--- src/rtl/inversion_diameter_check_assert.svh ---
// Assertion macros for the inversion diameter check.
// Used by the top level; relies on clk_i and rst_ni in the including scope.
`ifndef INVERSION_DIAMETER_CHECK_ASSERT_SVH
`define INVERSION_DIAMETER_CHECK_ASSERT_SVH

`ifndef ASSERT_OFF
// Checked outside reset only.
`define IDC_ASSERT(label, prop, msg) \
  label: assert property (@(posedge clk_i) disable iff (!rst_ni) prop) else $error(msg);
// Checked on every edge, reset included.
`define IDC_ASSERT_ALWAYS(label, prop, msg) \
  label: assert property (@(posedge clk_i) prop) else $error(msg);
`else
`define IDC_ASSERT(label, prop, msg)
`define IDC_ASSERT_ALWAYS(label, prop, msg)
`endif

`endif

--- src/rtl/idc_ram.sv ---
// Generic single write port, single read port RAM with registered read.
// No dependencies.
`timescale 1ns / 1ps

module idc_ram #(
  parameter int unsigned Width = 4,
  parameter int unsigned Depth = 16
) (
  input  logic                     clk_i,
  input  logic                     we_i,
  input  logic [$clog2(Depth)-1:0] waddr_i,
  input  logic [Width-1:0]         wdata_i,
  input  logic [$clog2(Depth)-1:0] raddr_i,
  output logic [Width-1:0]         rdata_o
);

  logic [Width-1:0] mem_q [Depth];
  logic [Width-1:0] rdata_q;

  always_ff @(posedge clk_i) begin
    if (we_i) begin
      mem_q[waddr_i] <= wdata_i;
    end
    rdata_q <= mem_q[raddr_i];
  end

  assign rdata_o = rdata_q;

endmodule

--- config.mk ---
export PLATFORM = sky130hd
export DESIGN_NAME = idc_ram
export DESIGN_NICKNAME = d
export VERILOG_FILES = /design/src/rtl/inversion_diameter_check_assert.svh /design/src/rtl/idc_ram.sv
export SDC_FILE = /design/constraint.sdc
export NUM_CORES = 1
export LEC_CHECK = 0
export BUFFER_PORTS_ARGS = -buffer_cell sky130_fd_sc_hd__buf_2
export CORE_MARGIN = 4
export CORE_UTILIZATION = 60
export DETAILED_ROUTE_END_ITERATION = 6
export PLACE_DENSITY = 0.79
export SLEW_MARGIN = 20
export SYNTH_ARGS = -nofsm -noshare
export SYNTH_HDL_FRONTEND = slang
export SYNTH_SLANG_ARGS = --single-unit
export TNS_END_PERCENT = 100
--- constraint.sdc ---
create_clock -name clk_i -period 4.8 [get_ports clk_i]
set_clock_uncertainty 0.1 [all_clocks]
set_input_delay 0.72 -clock clk_i [delete_from_list [all_inputs] [get_ports clk_i]]
set_output_delay 0.72 -clock clk_i [all_outputs]
set_load 0.02 [all_outputs]
==> impl_metrics.csv <==
group,metric,value,unit
place,portBuffers,17,
cts,max-clock-path-buffers,2,
detailed_routing,wl_per_cell,20.6,um
detailed_routing,initialDrtViolationCount,154,
cts,holdBufCountCts,0,
power,power-per-cell-area,393,mW/mm2
detailed_routing,num_vias,1274,
cts,clock_latency,330,ps
place,gp_congestion,0.798,
die,die_w,74.7,um
power,p_seq_share,57.4,%
power,leakage,0.999,nW
sta,finalHoldViolCount,0,
finish,drive_gt1_share,20.1,%
logic_synthesis,syn_avg_cell_area,20.5,um2
detailed_routing,drc_errors,0,
die,num_rows,23,
sta,maxSlewHeadroom,45.7,%
finish,post-route-util,71.3,%
power,swShare,20.7,%
place,placed_cell_area,0.00277,mm2
worst_setup_path,cp-end-kind,"register",
worst_setup_path,critical_path.startpoint,"raddr_i[0]",
sta,fin_crit_sh,41.2,%
worst_setup_path,cp_max_fo,16,
sta,grt_setup_unrepaired,"false",
sta,tightest_slew,808,ps
cts,cts_root_buf,"clkbuf_8",
cts,cts_tree,"yes",
cts,cts_setup_buffers,0,
place,post-place-cells,193,
sta,fin_tns_setup,0,ps
finish,nets,168,
global_route,grt_pass1_vias,1348,
worst_setup_path,crit_required,4920,ps
hold_path,holdPathStages,3,
die,core_area,0.00414,mm2
logic_synthesis,synth.distinct_cells,17,
global_route,grt_first_pass_wirelength,6.99,mm
sta,maxSlewViolCount,0,
cts,numCtsBuffers,9,
cts,h-tree-depth,3,
power,combPwrFrac,5.5,%
power,p_sw,0.240,mW
sta,setup_violations,0,
detailed_routing,antenna_left,0,
cts,cts.sinks,68,
worst_setup_path,worstRegToRegCells,3,
finish,design_area,0.00296,mm2
cts,cts_resized,0,
place,hpwl,2.85,mm
logic_synthesis,synth_cells,130,
cts,cts.clk_slew.worst_paths,70,ps
global_route,grt_overflow_total,0,
global_route,grt_usage,18.5,%
hold_path,hold_start,"mem_q[8][2]$_DFFE_PP_",
global_route,grt_max_degree,17,
logic_synthesis,ys_ff_latch,68,
detailed_routing,dr.pass1.iters,5,
run_status,status,"finished, final reports clean",
worst_setup_path,reg2reg_slack,3350,ps
global_route,grt_antenna_before_repair,0,
worst_setup_path,rr_endpoint,"rdata_o[1]$_DFF_P_",
worst_setup_path,crit_type,"input port to register",
finish,stdcell_count,209,
finish,area_growth,10.8,%
die,die_y,74.7,um
finish,diodes,0,
sta,max_freq,505,MHz
logic_synthesis,syn_nets,144,
run,drv_cap,0,
die,ioPinCount,18,
power,peakVddDrop,281,uV
logic_synthesis,ys_warn_count,0,
detailed_routing,drt_wl_total,4.30,mm
die,dieArea,0.00557,mm2
detailed_routing,via_per_inst,6.10,
sta,finalCriticalPeriod,1980,ps
logic_synthesis,synthesis.area,0.00267,mm2
worst_setup_path,critPathLaunchType,"input port",
hold_path,hold_class,"register to register",
hold_path,whs_endpoint,"rdata_o[2]$_DFF_P_",
logic_synthesis,ys_seq_area_share,75.1,%
worst_setup_path,cp.arrival,2090,ps
die,start_util,64.3,%
power,p_int,0.920,mW
power,clkPwrFrac,37.1,%
worst_setup_path,r2r-start,"mem_q[1][1]$_DFFE_PP_",
how the worst max path moves through the flow:
| stage | to | slack [ps] | cells past startpoint |
|---|---|---|---|
| after global placement | rdata_o[1]$_DFF_P_ | 2540 | 4 |
| after CTS | rdata_o[1]$_DFF_P_ | 2850 | 4 |
| after detailed placement | rdata_o[1]$_DFF_P_ | 2490 | 4 |
| after global routing | rdata_o[2]$_DFF_P_ | 2780 | 4 |
| final | rdata_o[1]$_DFF_P_ | 2820 | 4 |
| after floorplan | mem_q[0][0]$_DFFE_PP_ | 2780 | 2 |
flip-flops by register name, indices dropped and copies added (netlist names):
| name | flops |
|---|---|
| rdata_o | 4 |
| mem_q | 64 |
synthesized netlist by cell type:
cell	number	area (um2)
a22oi_1	4	30.0
buf_12	1	20.0
buf_2	1	5.00
buf_6	1	11.3
clkbuf_1	1	3.75
dfxtp_1	4	80.1
edfxtp_1	64	1920
mux4_1	14	368
mux4_2	2	45.0
nand2_1	5	18.8
nand2b_1	2	12.5
nand3_1	9	45.0
nand3b_1	2	15.0
nor2_1	13	48.8
nor2b_1	2	12.5
nor3_1	4	20.0
or3b_2	1	8.76
power groups by stage:
stage	combinational, mW	clock (mW)	sequential (mW)
finish	0.0642	0.430	0.667
global route	0.0702	0.468	0.667
CTS	0.0649	0.433	0.667
detailed placement	0.0644	0	0.680
global placement	0.0624	0	0.679
floorplan	0.0347	0	0.684
final cells by class:
cell class,instances,area [um2]
tap,50,62.6
timing repair buffer,17,85.1
clock buffer,9,124
multi-input combinational,58,624
clock inverter,7,57.6
fill,265,1190
sequential,68,2000
worst max-delay path, cell delays in order:
cell	delay [ps]
buf_2	390
mux4_1	650
a22oi_1	230
nand3_1	100
cells by family after synthesis:
| kind of cell | synth area share (%) |
|---|---|
| compound gates | 1.13 |
| simple gates | 6.80 |
| flops | 75.1 |
| buf+inv | 1.50 |
| mux | 15.5 |
metrics by stage:
step           total power, mW  worst slack (ps)  hold WS [ps]
2_1_floorplan            0.718              2780           512
3_3_place_gp             0.742              2540           577
3_5_place_dp             0.744              2490           588
4_1_cts                   1.16              2850           598
5_1_grt                   1.21              2780           610
6_report                  1.16              2820           587
layer usage:
metal	global-route usage (%)	vias to the layer above	share of wire, %
met2	27.6	66	46
met1	25.4	609	43
met5	0	-	0
met3	6.01	7	8.9
met4	8.30	0	1.4
li1	-	592	-
cells in the final DEF (no fill, tap or decap):
cell        Yosys  final
a22oi_1         4      4
buf_2           1     17
bufinv_16       0      1
clkbuf_8        0      9
clkinv_1        0      4
clkinv_2        0      1
clkinvlp_4      0      1
dfxtp_1         4      4
edfxtp_1       64     64
mux4_1         14     14
mux4_2          2      2
nand2_1         5      5
nand2b_1        2      2
nand3_1         9      9
nand3b_1        2      2
nor2_1         13     13
nor2b_1         2      2
nor3_1          4      4
or3b_2          1      1
(Power assumes the default switching activity.)
